==> src/sv/page_bitmap_first_fit_allocator_top_defines.svh <==
// Assertion macros for the page bitmap allocator.
`ifndef PAGE_BITMAP_FIRST_FIT_ALLOCATOR_TOP_DEFINES_SVH
`define PAGE_BITMAP_FIRST_FIT_ALLOCATOR_TOP_DEFINES_SVH

// The condition must hold in the same cycle as the trigger.
`define PBFFA_ASSERT_NOW(lbl, ante, cons, msg) \
    lbl: assert property (@(posedge i_clk) disable iff (!i_rst_n) (ante) |-> (cons)) \
        else $error(msg);

// The condition must hold in the cycle after the trigger.
`define PBFFA_ASSERT_NEXT(lbl, ante, cons, msg) \
    lbl: assert property (@(posedge i_clk) disable iff (!i_rst_n) (ante) |=> (cons)) \
        else $error(msg);

`endif

==> src/sv/pbffa_pkg.sv <==
`timescale 1ns / 1ps

package pbffa_pkg;

    localparam int MAX_DATA_PAGES = 256;

    localparam int ACT_W      = 3;
    localparam int SIZE_W     = 24;
    localparam int PAGE_W     = 8;
    localparam int CNT_OUT_W  = 9;
    localparam int PSL_W      = 5;
    localparam int DP_W       = 9;
    localparam int CFG_IDX_W  = 1;
    localparam int CFG_DATA_W = 9;
    localparam int PCNT_W     = 17;

    localparam logic [ACT_W-1:0] ACT_ALLOC     = 3'd0;
    localparam logic [ACT_W-1:0] ACT_REPLACE   = 3'd1;
    localparam logic [ACT_W-1:0] ACT_MARK_USED = 3'd2;
    localparam logic [ACT_W-1:0] ACT_MARK_FREE = 3'd3;
    localparam logic [ACT_W-1:0] ACT_CLEAR_ALL = 3'd4;

    localparam logic [CFG_IDX_W-1:0] CFG_PAGE_SIZE_LOG2 = 1'b0;
    localparam logic [CFG_IDX_W-1:0] CFG_DATA_PAGES     = 1'b1;

    localparam logic [PSL_W-1:0] PSL_RESET = 5'd12;
    localparam logic [PSL_W-1:0] PSL_MIN   = 5'd8;
    localparam logic [PSL_W-1:0] PSL_MAX   = 5'd16;
    localparam logic [DP_W-1:0]  DP_RESET  = 9'd256;

    // Rounds a byte size up to whole pages; an empty size takes one page.
    function automatic logic [PCNT_W-1:0] pages_for(input logic [SIZE_W-1:0] size,
                                                    input logic [PSL_W-1:0] sh);
        logic [SIZE_W:0] ps_m1;
        logic [SIZE_W:0] sum;
        logic [SIZE_W:0] shifted;
        ps_m1   = ((SIZE_W+1)'(1) << sh) - (SIZE_W+1)'(1);
        sum     = {1'b0, size} + ps_m1;
        shifted = sum >> sh;
        if (size == '0) begin
            return PCNT_W'(1);
        end
        return shifted[PCNT_W-1:0];
    endfunction

    // Saturates a page count at the data page count.
    function automatic logic [CNT_OUT_W-1:0] sat_pages(input logic [PCNT_W-1:0] cnt,
                                                       input logic [DP_W-1:0] d);
        if (cnt > PCNT_W'(d)) begin
            return CNT_OUT_W'(d);
        end
        return cnt[CNT_OUT_W-1:0];
    endfunction

endpackage

==> src/sv/page_bitmap_first_fit_allocator_top.sv <==
`timescale 1ns / 1ps
// Channel   Direction  Handshake                  Payload
// input     in         i_in_valid / o_in_stall    i_action, i_size_bytes, i_old_start_page,
//                                                 i_old_size_bytes
// output    out        o_out_valid / i_out_stall  o_found, o_start_page, o_page_count
// config    in         i_cfg_we                   i_cfg_idx, i_cfg_data
//
// One item at a time in a one-bit memory with one write and one registered read per cycle.
// Allocate: a count step, a scan, marking and a response. The scan ends on a fit, after all data
// pages are read on no fit, and before any page is checked when the request exceeds the pages.
// Replace adds a count step for the old size and frees the old run first; on no fit it restores it.
// Mark used or free: a count step, the marking and a response. Clear all sweeps every memory page.
// After reset a clearing sweep over every memory page runs; a stalled result holds the response.
module page_bitmap_first_fit_allocator_top #(
    parameter int MAX_DATA_PAGES = pbffa_pkg::MAX_DATA_PAGES
) (
    input  logic                             i_clk,
    input  logic                             i_rst_n,
    input  logic                             i_cfg_we,
    input  logic [pbffa_pkg::CFG_IDX_W-1:0]  i_cfg_idx,
    input  logic [pbffa_pkg::CFG_DATA_W-1:0] i_cfg_data,
    input  logic                             i_in_valid,
    output logic                             o_in_stall,
    input  logic [pbffa_pkg::ACT_W-1:0]      i_action,
    input  logic [pbffa_pkg::SIZE_W-1:0]     i_size_bytes,
    input  logic [pbffa_pkg::PAGE_W-1:0]     i_old_start_page,
    input  logic [pbffa_pkg::SIZE_W-1:0]     i_old_size_bytes,
    output logic                             o_out_valid,
    input  logic                             i_out_stall,
    output logic                             o_found,
    output logic [pbffa_pkg::PAGE_W-1:0]     o_start_page,
    output logic [pbffa_pkg::CNT_OUT_W-1:0]  o_page_count
);

`include "page_bitmap_first_fit_allocator_top_defines.svh"

    localparam int PW = (MAX_DATA_PAGES > 1) ? $clog2(MAX_DATA_PAGES) : 1;
    localparam int CW = ((PW > pbffa_pkg::DP_W) ? PW : pbffa_pkg::DP_W) + 1;
    localparam logic [pbffa_pkg::DP_W-1:0] MAXD =
        pbffa_pkg::DP_W'((MAX_DATA_PAGES < 511) ? MAX_DATA_PAGES : 511);
    localparam logic [CW-1:0] LAST_PAGE = CW'(MAX_DATA_PAGES - 1);

    typedef enum logic [7:0] {
        S_CLEAR   = 8'b0000_0001,
        S_IDLE    = 8'b0000_0010,
        S_CNT_NEW = 8'b0000_0100,
        S_CNT_OLD = 8'b0000_1000,
        S_MARK    = 8'b0001_0000,
        S_SCAN    = 8'b0010_0000,
        S_RESP    = 8'b0100_0000
    } t_state;

    t_state r_state, n_state;

    logic [pbffa_pkg::PSL_W-1:0] r_psl;
    logic [pbffa_pkg::DP_W-1:0]  r_dp;
    logic [pbffa_pkg::PSL_W-1:0] w_log2;
    logic [pbffa_pkg::DP_W-1:0]  w_d;

    logic [pbffa_pkg::ACT_W-1:0]  r_act, n_act;
    logic [pbffa_pkg::SIZE_W-1:0] r_size, n_size;
    logic [pbffa_pkg::PAGE_W-1:0] r_ostart, n_ostart;
    logic [pbffa_pkg::SIZE_W-1:0] r_osize, n_osize;
    logic [pbffa_pkg::PCNT_W-1:0] r_cnt, n_cnt;
    logic [pbffa_pkg::PCNT_W-1:0] r_ocnt, n_ocnt;

    logic [CW-1:0] r_mk_start, n_mk_start;
    logic [CW-1:0] r_mk_lim, n_mk_lim;
    logic [CW-1:0] r_mk_i, n_mk_i;
    logic          r_mk_val, n_mk_val;
    logic          r_mk_scan, n_mk_scan;
    logic [CW-1:0] w_mk_p;

    logic [CW-1:0] r_ptr, n_ptr;
    logic [CW-1:0] r_run, n_run;
    logic [CW-1:0] r_chk_page, n_chk_page;
    logic          r_chk_vld, n_chk_vld;
    logic          r_rdata;
    logic [CW-1:0] w_run_n;
    logic [CW-1:0] w_fit_start;

    logic [CW-1:0] r_clr, n_clr;
    logic          r_clr_resp, n_clr_resp;

    logic                            r_res_found, n_res_found;
    logic [pbffa_pkg::PAGE_W-1:0]    r_res_start, n_res_start;
    logic [pbffa_pkg::CNT_OUT_W-1:0] r_res_count, n_res_count;

    logic                            r_out_vld, n_out_vld;
    logic                            r_out_found, n_out_found;
    logic [pbffa_pkg::PAGE_W-1:0]    r_out_start, n_out_start;
    logic [pbffa_pkg::CNT_OUT_W-1:0] r_out_count, n_out_count;

    logic [pbffa_pkg::SIZE_W-1:0]    w_cnt_src;
    logic [pbffa_pkg::PCNT_W-1:0]    w_pcnt;
    logic [pbffa_pkg::CNT_OUT_W-1:0] w_pcnt_sat;
    logic [pbffa_pkg::CNT_OUT_W-1:0] w_cnt_sat;
    logic [pbffa_pkg::CNT_OUT_W-1:0] w_ocnt_sat;

    logic          r_mem [MAX_DATA_PAGES];
    logic          w_we;
    logic [PW-1:0] w_addr;
    logic          w_wdata;

    always_comb begin
        if (r_psl < pbffa_pkg::PSL_MIN) begin
            w_log2 = pbffa_pkg::PSL_MIN;
        end else if (r_psl > pbffa_pkg::PSL_MAX) begin
            w_log2 = pbffa_pkg::PSL_MAX;
        end else begin
            w_log2 = r_psl;
        end
        if (r_dp == '0) begin
            w_d = pbffa_pkg::DP_W'(1);
        end else if (r_dp > MAXD) begin
            w_d = MAXD;
        end else begin
            w_d = r_dp;
        end
    end

    // The page count unit is shared by the new and the old size.
    assign w_cnt_src   = (r_state == S_CNT_NEW) ? r_size : r_osize;
    assign w_pcnt      = pbffa_pkg::pages_for(w_cnt_src, w_log2);
    assign w_pcnt_sat  = pbffa_pkg::sat_pages(w_pcnt, w_d);
    assign w_cnt_sat   = pbffa_pkg::sat_pages(r_cnt, w_d);
    assign w_ocnt_sat  = pbffa_pkg::sat_pages(r_ocnt, w_d);
    assign w_mk_p      = r_mk_start + r_mk_i;
    assign w_run_n     = r_rdata ? '0 : (r_run + CW'(1));
    assign w_fit_start = r_chk_page - CW'(r_cnt) + CW'(1);

    always_comb begin
        n_state     = r_state;
        n_act       = r_act;
        n_size      = r_size;
        n_ostart    = r_ostart;
        n_osize     = r_osize;
        n_cnt       = r_cnt;
        n_ocnt      = r_ocnt;
        n_mk_start  = r_mk_start;
        n_mk_lim    = r_mk_lim;
        n_mk_i      = r_mk_i;
        n_mk_val    = r_mk_val;
        n_mk_scan   = r_mk_scan;
        n_ptr       = '0;
        n_run       = '0;
        n_chk_vld   = 1'b0;
        n_chk_page  = r_chk_page;
        n_clr       = r_clr;
        n_clr_resp  = r_clr_resp;
        n_res_found = r_res_found;
        n_res_start = r_res_start;
        n_res_count = r_res_count;
        n_out_vld   = r_out_vld && i_out_stall;
        n_out_found = r_out_found;
        n_out_start = r_out_start;
        n_out_count = r_out_count;
        w_we        = 1'b0;
        w_addr      = w_mk_p[PW-1:0];
        w_wdata     = r_mk_val;

        case (r_state)
            S_CLEAR: begin
                w_we    = 1'b1;
                w_addr  = r_clr[PW-1:0];
                w_wdata = 1'b0;
                n_clr   = r_clr + CW'(1);
                if (r_clr == LAST_PAGE) begin
                    n_clr = '0;
                    if (r_clr_resp) begin
                        n_res_found = 1'b1;
                        n_res_start = '0;
                        n_res_count = '0;
                        n_state     = S_RESP;
                    end else begin
                        n_state = S_IDLE;
                    end
                end
            end
            S_IDLE: begin
                n_clr_resp = 1'b0;
                if (i_in_valid) begin
                    n_act    = i_action;
                    n_size   = i_size_bytes;
                    n_ostart = i_old_start_page;
                    n_osize  = i_old_size_bytes;
                    case (i_action)
                        pbffa_pkg::ACT_ALLOC,
                        pbffa_pkg::ACT_REPLACE: begin
                            n_state = S_CNT_NEW;
                        end
                        pbffa_pkg::ACT_MARK_USED,
                        pbffa_pkg::ACT_MARK_FREE: begin
                            n_state = S_CNT_OLD;
                        end
                        pbffa_pkg::ACT_CLEAR_ALL: begin
                            n_clr_resp = 1'b1;
                            n_clr      = '0;
                            n_state    = S_CLEAR;
                        end
                        default: begin
                            n_res_found = 1'b0;
                            n_res_start = '0;
                            n_res_count = '0;
                            n_state     = S_RESP;
                        end
                    endcase
                end
            end
            S_CNT_NEW: begin
                n_cnt   = w_pcnt;
                n_state = (r_act == pbffa_pkg::ACT_REPLACE) ? S_CNT_OLD : S_SCAN;
            end
            S_CNT_OLD: begin
                n_ocnt      = w_pcnt;
                n_mk_start  = CW'(r_ostart);
                n_mk_lim    = CW'(w_pcnt_sat);
                n_mk_i      = '0;
                n_mk_val    = (r_act == pbffa_pkg::ACT_MARK_USED);
                n_mk_scan   = (r_act == pbffa_pkg::ACT_REPLACE);
                n_res_found = 1'b1;
                n_res_start = r_ostart;
                n_res_count = w_pcnt_sat;
                n_state     = S_MARK;
            end
            S_MARK: begin
                if ((r_mk_i < r_mk_lim) && (w_mk_p < CW'(w_d))) begin
                    w_we   = 1'b1;
                    n_mk_i = r_mk_i + CW'(1);
                end else begin
                    n_state = r_mk_scan ? S_SCAN : S_RESP;
                end
            end
            S_SCAN: begin
                n_run = r_chk_vld ? w_run_n : r_run;
                if (r_ptr < CW'(w_d)) begin
                    n_chk_vld  = 1'b1;
                    n_chk_page = r_ptr;
                    n_ptr      = r_ptr + CW'(1);
                end else begin
                    n_ptr = r_ptr;
                end
                if ((r_cnt <= pbffa_pkg::PCNT_W'(w_d)) && r_chk_vld
                        && (w_run_n == CW'(r_cnt))) begin
                    n_mk_start  = w_fit_start;
                    n_mk_lim    = CW'(r_cnt);
                    n_mk_i      = '0;
                    n_mk_val    = 1'b1;
                    n_mk_scan   = 1'b0;
                    n_res_found = 1'b1;
                    n_res_start = w_fit_start[pbffa_pkg::PAGE_W-1:0];
                    n_res_count = w_cnt_sat;
                    n_state     = S_MARK;
                end else if ((r_cnt > pbffa_pkg::PCNT_W'(w_d))
                        || (!r_chk_vld && !(r_ptr < CW'(w_d)))) begin
                    n_res_found = 1'b0;
                    n_res_start = '0;
                    n_res_count = w_cnt_sat;
                    if (r_act == pbffa_pkg::ACT_REPLACE) begin
                        n_mk_start = CW'(r_ostart);
                        n_mk_lim   = CW'(w_ocnt_sat);
                        n_mk_i     = '0;
                        n_mk_val   = 1'b1;
                        n_mk_scan  = 1'b0;
                        n_state    = S_MARK;
                    end else begin
                        n_state = S_RESP;
                    end
                end
            end
            S_RESP: begin
                if (!r_out_vld || !i_out_stall) begin
                    n_out_vld   = 1'b1;
                    n_out_found = r_res_found;
                    n_out_start = r_res_start;
                    n_out_count = r_res_count;
                    n_state     = S_IDLE;
                end
            end
            default: begin
                n_state = S_IDLE;
            end
        endcase
    end

    always_ff @(posedge i_clk) begin
        if (w_we) begin
            r_mem[w_addr] <= w_wdata;
        end
        r_rdata <= r_mem[r_ptr[PW-1:0]];
    end

    always_ff @(posedge i_clk) begin
        if (!i_rst_n) begin
            r_psl <= pbffa_pkg::PSL_RESET;
            r_dp  <= pbffa_pkg::DP_RESET;
        end else if (i_cfg_we) begin
            case (i_cfg_idx)
                pbffa_pkg::CFG_PAGE_SIZE_LOG2: begin
                    r_psl <= i_cfg_data[pbffa_pkg::PSL_W-1:0];
                end
                pbffa_pkg::CFG_DATA_PAGES: begin
                    r_dp <= i_cfg_data[pbffa_pkg::DP_W-1:0];
                end
                default: begin
                    r_psl <= r_psl;
                end
            endcase
        end
    end

    always_ff @(posedge i_clk) begin
        if (!i_rst_n) begin
            r_state    <= S_CLEAR;
            r_clr      <= '0;
            r_clr_resp <= 1'b0;
            r_chk_vld  <= 1'b0;
            r_ptr      <= '0;
            r_run      <= '0;
            r_mk_i     <= '0;
            r_out_vld  <= 1'b0;
        end else begin
            r_state    <= n_state;
            r_clr      <= n_clr;
            r_clr_resp <= n_clr_resp;
            r_chk_vld  <= n_chk_vld;
            r_ptr      <= n_ptr;
            r_run      <= n_run;
            r_mk_i     <= n_mk_i;
            r_out_vld  <= n_out_vld;
        end
    end

    always_ff @(posedge i_clk) begin
        r_act       <= n_act;
        r_size      <= n_size;
        r_ostart    <= n_ostart;
        r_osize     <= n_osize;
        r_cnt       <= n_cnt;
        r_ocnt      <= n_ocnt;
        r_mk_start  <= n_mk_start;
        r_mk_lim    <= n_mk_lim;
        r_mk_val    <= n_mk_val;
        r_mk_scan   <= n_mk_scan;
        r_chk_page  <= n_chk_page;
        r_res_found <= n_res_found;
        r_res_start <= n_res_start;
        r_res_count <= n_res_count;
        r_out_found <= n_out_found;
        r_out_start <= n_out_start;
        r_out_count <= n_out_count;
    end

    assign o_in_stall   = (r_state != S_IDLE);
    assign o_out_valid  = r_out_vld;
    assign o_found      = r_out_found;
    assign o_start_page = r_out_start;
    assign o_page_count = r_out_count;

    `PBFFA_ASSERT_NEXT(a_accept_leaves_idle, i_in_valid && !o_in_stall, r_state != S_IDLE, "item not started")
    `PBFFA_ASSERT_NOW(a_result_from_resp, $rose(r_out_vld), $past(r_state == S_RESP), "stray result")
    `PBFFA_ASSERT_NOW(a_mark_within_pages, r_state == S_MARK, r_mk_lim <= CW'(w_d), "run too long")

endmodule

==> config.mk <==
export PLATFORM = sky130hd
export DESIGN_NAME = page_bitmap_first_fit_allocator_top
export DESIGN_NICKNAME = d
export VERILOG_FILES = /design/src/sv/pbffa_pkg.sv /design/src/sv/page_bitmap_first_fit_allocator_top.sv
export VERILOG_INCLUDE_DIRS = /design/src /design/src/sv
export SDC_FILE = /design/constraint.sdc
export NUM_CORES = 1
export LEC_CHECK = 0
export BUFFER_PORTS_ARGS = -buffer_cell sky130_fd_sc_hd__buf_2
export CAP_MARGIN = 20
export CORE_ASPECT_RATIO = 1.5
export CORE_MARGIN = 8
export CORE_UTILIZATION = 33
export CTS_BUF_LIST = sky130_fd_sc_hd__clkbuf_4
export DETAILED_ROUTE_END_ITERATION = 16
export HOLD_SLACK_MARGIN = 0.15
export PLACE_DENSITY_LB_ADDON = 0.12
export SLEW_MARGIN = 20
export SYNTH_ARGS = -nofsm -noshare
export SYNTH_HDL_FRONTEND = slang
export SYNTH_SLANG_ARGS = --single-unit
==> constraint.sdc <==
create_clock -name i_clk -period 12.45 [get_ports i_clk]
set_clock_uncertainty 0.2 [all_clocks]
set_input_delay 2.49 -clock i_clk [delete_from_list [all_inputs] [get_ports i_clk]]
set_output_delay 2.49 -clock i_clk [all_outputs]
set_load 0.01 [all_outputs]
==> results of run 1 <==
-- logic make-up after synthesis --
kind of cell	after synthesis
buffers and inverters	209
and+or+nand+nor	810
DFF	482
other	2
adders and majority gates	132
AOI/OAI and AO/OA	313
muxes	152
xor gates and xnor gates	61
-- state kept, by name (all words and copies together), names as in the netlist, 9 cells and up --
signal	cells
r_cnt	17
r_mk_start	10
r_mem	256
r_size	24
r_osize	24
r_mk_i	10
r_ptr	10
r_run	10
r_dp	9
r_clr	10
r_ocnt	17
r_chk_page	10
o_page_count	9
r_res_count	9
r_mk_lim	10
-- power breakdown --
group,switching (mW),leakage (nW),internal [mW]
clock,0.676,0.924,0.676
combinational,0.643,4.78,0.225
sequential,0.0390,4.32,1.94
total,1.36,10.0,2.84
-- worst max-delay path, stage by stage, from the launching register on --
cell	delay, ns
dfxtp_1	0.34
nor2_1	0.23
and3b_1	0.21
and3b_2	0.85
mux2i_1	0.19
ha_1	0.38
inv_1	0.05
ha_1	0.29
a211o_1	0.28
a211o_1	0.35
nor4bb_4	0.20
o31ai_1	0.40
xor2_1	0.30
a211oi_1	0.14
a21o_1	0.20
a2111oi_0	0.45
nor2_1	0.21
ha_1	0.35
o21a_1	0.11
o21a_1	0.16
o21ai_0	0.16
nand2b_1	0.07
a21oi_1	0.14
o21ai_0	0.10
a222oi_1	0.33
nand4bb_1	0.69
mux2i_1	0.45
o22ai_1	0.12
-- final cells by class --
class / instances / area, um2 / area share, %
inverter: 108 / 405.4 / 1.425
antenna: 1 / 2.502 / 0.008799
sequential: 482 / 13830 / 48.63
timing repair buffer: 117 / 669.4 / 2.354
clock inverter: 44 / 212.7 / 0.7479
tap: 1008 / 1261 / 4.435
multi-input combinational: 1484 / 10720 / 37.70
clock buffer: 178 / 1336 / 4.699
-- routing by layer --
| layer | wire length [um] | vias to the layer above | track usage [%] |
|---|---|---|---|
| met5 | 0 | - | 0 |
| met4 | 1966 | 0 | 6.572 |
| met3 | 2972 | 133 | 2.686 |
| met2 | 38950 | 426 | 31.18 |
| met1 | 28010 | 8805 | 18.35 |
| li1 | - | 8290 | - |
-- per-stage QoR --
step,cells,worst slack (ns)
final,3422,4.143
after global routing,3422,3.584
after CTS,3420,4.165
after detailed placement,3198,4.232
after global placement,3198,4.433
after floorplan,2175,5.347
-- layout by cell type, fill, tap and decap left out, drive strengths merged, types with 7 or more instances in the layout --
| cell type | count |
|---|---|
| dfxtp | 65 |
| inv | 111 |
| xnor2 | 36 |
| nand2b | 14 |
| or3 | 11 |
| o31ai | 7 |
| a21boi | 13 |
| nand3b | 7 |
| clkbuf | 178 |
| mux2i | 63 |
| buf | 117 |
| mux4 | 85 |
| xor2 | 25 |
| edfxtp | 417 |
| nor3 | 32 |
| nor4 | 21 |
| ha | 129 |
| a21oi | 81 |
| o211ai | 11 |
| nor2 | 383 |
| a211oi | 12 |
| nand3 | 31 |
| a31oi | 10 |
| conb | 16 |
| nand2 | 197 |
| o21a | 13 |
| nor3b | 7 |
| nand4 | 14 |
| o21bai | 7 |
| o22ai | 14 |
| nor2b | 22 |
| a21o | 19 |
| clkinv | 39 |
| and2 | 32 |
| o21ai | 78 |
| a22oi | 8 |
-- worst max path at each step --
stage	endpoint	slack, ns	cells past startpoint
final	r_res_count[1]$_DFFE_PP_	4.14	27
after global routing	r_res_count[1]$_DFFE_PP_	3.58	27
after CTS	r_res_count[1]$_DFFE_PP_	4.16	27
after detailed placement	r_res_count[1]$_DFFE_PP_	4.23	27
after global placement	r_res_count[1]$_DFFE_PP_	4.43	27
after floorplan	r_res_count[4]$_DFFE_PP_	5.35	31
==> impl_results.md, run 1 <==
- GR Overflow Total: 0
- Max-slew headroom: approximately a quarter
- Mapped Area: roughly 25,000 um2
- Hold Slack: about 0.22 ns
- CP arrival: 8.75 ns
- Simple-gate share of the synthesized area: 14.58%
- Synth Area in XOR/XNOR: about 2.2%
- PostCTS Resize Cnt: 0
- Crit share post-route: between 60% and 70%
- Mux contribution to synthesized area: approximately a tenth
- Die height: approximately 350 um
- Cell count after synthesis: approximately 2.2k
- Final period demand of the worst path: slightly above 8 ns
- Crit start category: flop
- FMAX: between 100 and 150 MHz
- Port-buffer cells: slightly above 90
- Leading area contributor after synthesis: edfxtp_1
- Clock Latency Late Sink: roughly 0.95 ns
- Register bit total from synthesis: between 400 and 500
- Hold crit path type: flop to flop
- CTS tree: yes
- Placeable Area: roughly 76,000 um2
- Count of unique library cells instantiated by Yosys: between 90 and 100
- Status: completed
- Post-CTS setup buffer count: 0
- Worst IR Drop VDD: roughly 100 uV
- Final instance area: 28,440 um2
- Dpl hpwl: ~49 mm
- Deepest clock path buffer count: 3
- Pwr per Cell Area: roughly 150 nW/um2
- Chip width: approximately 240 um
- Vias in the first global route: around 19k
- Synth Flop Type: edfxtp_1
- TritonCTS Buffers: 120
- Synth Area in Compound Gates: 8.169%
- Final Setup Violations: 0
- Vias: ~18k
- Nets: between 2k and 3k
- WL/cell: about 21 um
- Hold Crit Depth: 0
- Worst EP required: roughly 13 ns
- CP max FO: 28
- Main area contributors after synthesis: edfxtp_1, mux4_2, ha_1, nor2_1, dfxtp_1
- Part of the Yosys area used for sequential elements: around 55%
- Drt initial violations: 1,146
- CTS Hold Bufs: 0
- Post-synthesis adder-cell area fraction: 6.629%
- Post-synth EDFFs: 417
- Worst slew pin tran: about 1.1 ns
- Largest net degree at the start of global routing: between 100 and 150
- Htree depth: 3
- R2r endpoint: r_res_count[1]$_DFFE_PP_
- Most frequent cell after synthesis: edfxtp_1
- Global-route wire length before repair: roughly 110 mm
- Placer's final routability congestion estimate: 0.8801
- Ys async rst share: 0%
- Largest family of logic cells by synthesized area: simple AND/OR/NAND/NOR gates
- Worst r2r src: r_state[0]$_SDFFE_PN1P_
- R2r setup slk: between 4 and 5 ns
- Power, Total: 4.193 mW
- Lkg Pwr: around 10 nW
- Total Wirelength: between 70 and 80 mm
- Initial antenna violation count: 1
- Post-synth top cells: edfxtp_1, nor2_1, nand2_1
- IO Count: 94
- Setup_tns: 0 ns
- Antenna Violating Nets Remaining: 0
- Worst Setup SP: r_state[0]$_SDFFE_PN1P_
- Drt drc: 0
- Max cap viols: 0
- HP Start: r_res_start[7]$_DFFE_PP_
- Critical Path End Type: flop
- Fin. Hold Viols: 0
- Final core area utilization: a little under two fifths
- Fillers: approximately 7.6k
- Final slew viol count: 0
- Area after DPL: between 20,000 and 30,000 um2
- Initial Utilization: approximately 33%
- Total clock sinks: 482
- RSZ-0062 raised after global routing: no
- Hold Path Sink: o_start_page[7]$_DFFE_PP_
- Synth-to-layout area growth: 12.61%
- Num rows: about 120
- R2r worst-path depth: 27
- Via-to-Cell Ratio: just over 5
- GRT Total Usage: between 10% and 20%
- Clock-pin slew on the worst setup and hold paths: about 0.070 ns
- Layout cell share with drive strength beyond 1: about a fifth
- Ys Warns: 0
- Pre-Repair DR Iteration Count: 5
- Top cell type's share of synthesized area: roughly half
- Critical path class: flop to flop
- Syn avg cell area: between 10 and 15 um2
- Die area: between 80,000 and 90,000 um2
- Root buf cell: clkbuf_4
Power figures use the tool's default switching activity.
==> run 2, diff against run 1 <==
==> constraint.sdc (replaced) <==
create_clock -name i_clk -period 7.72 [get_ports i_clk]
set_clock_uncertainty 0.2 [all_clocks]
set_input_delay 1.544 -clock i_clk [delete_from_list [all_inputs] [get_ports i_clk]]
set_output_delay 1.544 -clock i_clk [all_outputs]
set_load 0.01 [all_outputs]
==> run 2 against run 1 <==
  * Core utilization rose by 0.097 points
  * Largest power group unchanged
  * Global-route usage fell by 0.16 points
  * Hold slack got worse by 0.014 ns
  * Sequential share of layout area fell by 0.13 points
  * Combinational power rose by 65%
  * Clock power rose by 61%
  * Sequential power rose by 61%
==> impl_results.md, run 2 (synthesis gave the netlist of run 1 again) <==
- Nets: 2,533 (+0.56%)
- Die height: 354.8 um (unchanged)
- CTS Hold Bufs: 0 (unchanged)
- Worst r2r src: r_state[0]$_SDFFE_PN1P_
- Via-to-Cell Ratio: 5.111 (-0.94%)
- Wl on met1: 27.74 mm (-0.97%)
- Global-route wire length before repair: 109.3 mm (-0.94%)
- CP arrival: 7.77 ns (-0.98 ns)
- Largest net degree at the start of global routing: 108 (-14%)
- Most frequent cells in the layout: edfxtp_1, nor2_1, nand2_1
- Max-slew headroom: 31.02% (+5.7 points)
- IO Count: 94 (unchanged)
- Vias in the first global route: 18.55k (-0.36%)
- Critical Path End Type: flop
- CTS tree: yes
- Drt initial violations: 1,022 (-11%)
- CP max FO: 18 (-36%)
- Synth-to-layout area growth: 12.90%
- Critical path class: flop to flop
- Chip width: 241.9 um (unchanged)
- Psw: 2.191 mW (+61%)
- Post-CTS setup buffer count: 0 (unchanged)
- CP peak stage delay: 0.40 ns (-0.45 ns)
- Worst IR Drop VDD: 167.0 uV (+60%)
- Area occupied by multi-input gates: 10,720 um2 (about the same)
- Root buf cell: clkbuf_4
- Power, Total: 6.785 mW (+62%)
- Final period demand of the worst path: 7.197 ns (-1.110 ns)
- Pre-Repair DR Iteration Count: 7 (+2)
- Max FFs per register: 256 (unchanged)
- FMAX: 138.9 MHz (+15%)
- Crit start category: flop
- Setup_tns: 0 ns (unchanged)
- Worst Setup SP: r_state[0]$_SDFFE_PN1P_
- Area after DPL: 26,970 um2 (+0.44%)
- Placer's final routability congestion estimate: 0.8794 (about the same)
- Worst EP required: 8.29 ns (-4.61 ns)
- Clock Latency Late Sink: 0.96 ns (about the same)
- R2r worst-path depth: 30 (+11%)
- Drt drc: 0 (unchanged)
- Largest delay contributor family on the critical path: compound AO/OA/AOI/OAI gates
- WL/cell: 20.79 um (-1.0%)
- Capture point of the worst path: r_res_count[4]$_DFFE_PP_
- P_int: 4.595 mW (+62%)
- Fin. Hold Viols: 0 (unchanged)
- R2r setup slk: 0.52 ns (-3.62 ns)
- Layout cell share with drive strength beyond 1: 19.41% (+0.76 points)
- Commonest non-fill, non-tap cell in the layout: edfxtp_1
- Clock share of power: 32.1% (about the same)
- Total clock sinks: 482 (unchanged)
- Routed wl met2: 37.91 mm (-2.7%)
- Top Layer Used: met4
- Port-buffer cells: 93 (unchanged)
- GR Overflow Total: 0 (unchanged)
- Fillers: 7,575 (-0.20%)
- Hold Slack: 0.2038 ns (-0.01448 ns)
- Pwr per Cell Area: 238.0 nW/um2 (+61%)
- Placeable Area: 76,020 um2 (unchanged)
- Worst path depth: 30 (+11%)
- Htree depth: 3 (unchanged)
- Dpl hpwl: 49.71 mm (+1.3%)
- WL met3: 3.100 mm (+4.3%)
- Initial Utilization: 33.22% (unchanged)
- Worst slew pin tran: 1.030 ns (-0.08691 ns)
- Final Setup Violations: 0 (unchanged)
- Register area: 13,830 um2 (unchanged)
- Deepest clock path buffer count: 3 (unchanged)
- Reg power frac: 46.9% (-0.2 points)
- TritonCTS Buffers: 121 (+0.83%)
- Hold crit path type: flop to flop
- Sw Ratio: 32.28% (-0.080 points)
- PostCTS Resize Cnt: 0 (unchanged)
- Initial antenna violation count: 2 (+1)
- GRT Total Usage: 16.38% (-0.16 points)
- Max cap viols: 0 (unchanged)
- Num rows: 124 (unchanged)
- Final slew viol count: 0 (unchanged)
- Crit share post-route: 93.23% (+27 points)
- Slowest CP cell: or3_1
- Largest Register: r_mem
- Bufs and invs on worst path: 3 (+2)
- Lkg Pwr: 10.08 nW (+0.54%)
- Status: completed
- Biggest regs: r_mem: 256 flops, r_osize: 24 flops, r_size: 24 flops
- Comb power frac: 21.0% (+0.3 points)
- Final instance area: 28,510 um2 (+0.26%)
- RSZ-0062 raised after global routing: no
- R2r endpoint: r_res_count[4]$_DFFE_PP_
- Total Wirelength: 71.35 mm (-0.76%)
- Vias: 17.54k (-0.65%)
- Die area: 85,820 um2 (unchanged)
- Antenna Violating Nets Remaining: 0 (unchanged)
- Clock-pin slew on the worst setup and hold paths: 0.07 ns (about the same)
==> run 2: cell types whose count changed in the layout (fill, tap and decap cells not counted), sizes merged <==
| cell | before | now |
|---|---|---|
| bufinv | 1 | 0 |
| clkinv | 39 | 26 |
| clkinvlp | 1 | 0 |
| clkbuf | 178 | 187 |
| diode | 1 | 3 |
| buf | 117 | 130 |
| inv | 111 | 112 |
==> run 2: final cells by class <==
class / instances / share of cell area [%]
inverter: 108 / 1.422
tap: 1008 / 4.423
sequential: 482 / 48.50
timing repair buffer: 130 / 2.650
antenna: 3 / 0.02633
clock inverter: 30 / 0.4651
multi-input combinational: 1484 / 37.59
clock buffer: 187 / 4.923
==> run 2: metal layers <==
metal	vias to the layer above	GRT usage, %
li1	8305	-
met1	8659	17.90
met2	419	30.59
met3	157	3.091
met4	0	7.103
met5	-	0
==> run 2: through the flow <==
stage | worst slack [ns] | cells | util [%]
3_5_place_dp | 0.3728 | 3212 | 35.47
6_report | 0.5226 | 3432 | 37.51
5_1_grt | 0.04143 | 3431 | 37.50
2_1_floorplan | 0.6170 | 2175 | -
3_3_place_gp | 0.5341 | 3212 | 35.47
4_1_cts | 0.4207 | 3429 | 37.49
==> run 2: power by group through the flow <==
stage	Clock (mW)	Sequential [mW]	Combinational (mW)
2_1_floorplan	0	3.25	0.878
6_report	2.18	3.18	1.43
3_5_place_dp	0	3.24	1.44
4_1_cts	2.28	3.18	1.45
3_3_place_gp	0	3.24	1.43
5_1_grt	2.39	3.19	1.56
==> run 2: worst min path at each step <==
stage	start	to	slack, ns	cells after the start
CTS	r_res_count[7]$_DFFE_PP_	o_page_count[7]$_DFFE_PP_	0.21	0
floorplan	r_res_found$_DFFE_PP_	o_found$_DFFE_PP_	0.20	0
finish	r_res_count[7]$_DFFE_PP_	o_page_count[7]$_DFFE_PP_	0.20	0
global placement	r_res_start[5]$_DFFE_PP_	o_start_page[5]$_DFFE_PP_	0.20	0
global route	r_res_start[2]$_DFFE_PP_	o_start_page[2]$_DFFE_PP_	0.23	0
detailed placement	r_res_start[2]$_DFFE_PP_	o_start_page[2]$_DFFE_PP_	0.21	0
==> run 2: worst register-to-register path, delay by kind of cell (launching register included) <==
kind            cells  cell delay (ns)
buf+inv             3             0.52
fa+ha+maj           3             0.88
simple gates       10             2.14
compound gates     11             2.25
xor+xnor            1             0.18
mux                 2             0.56
flops               1             0.33
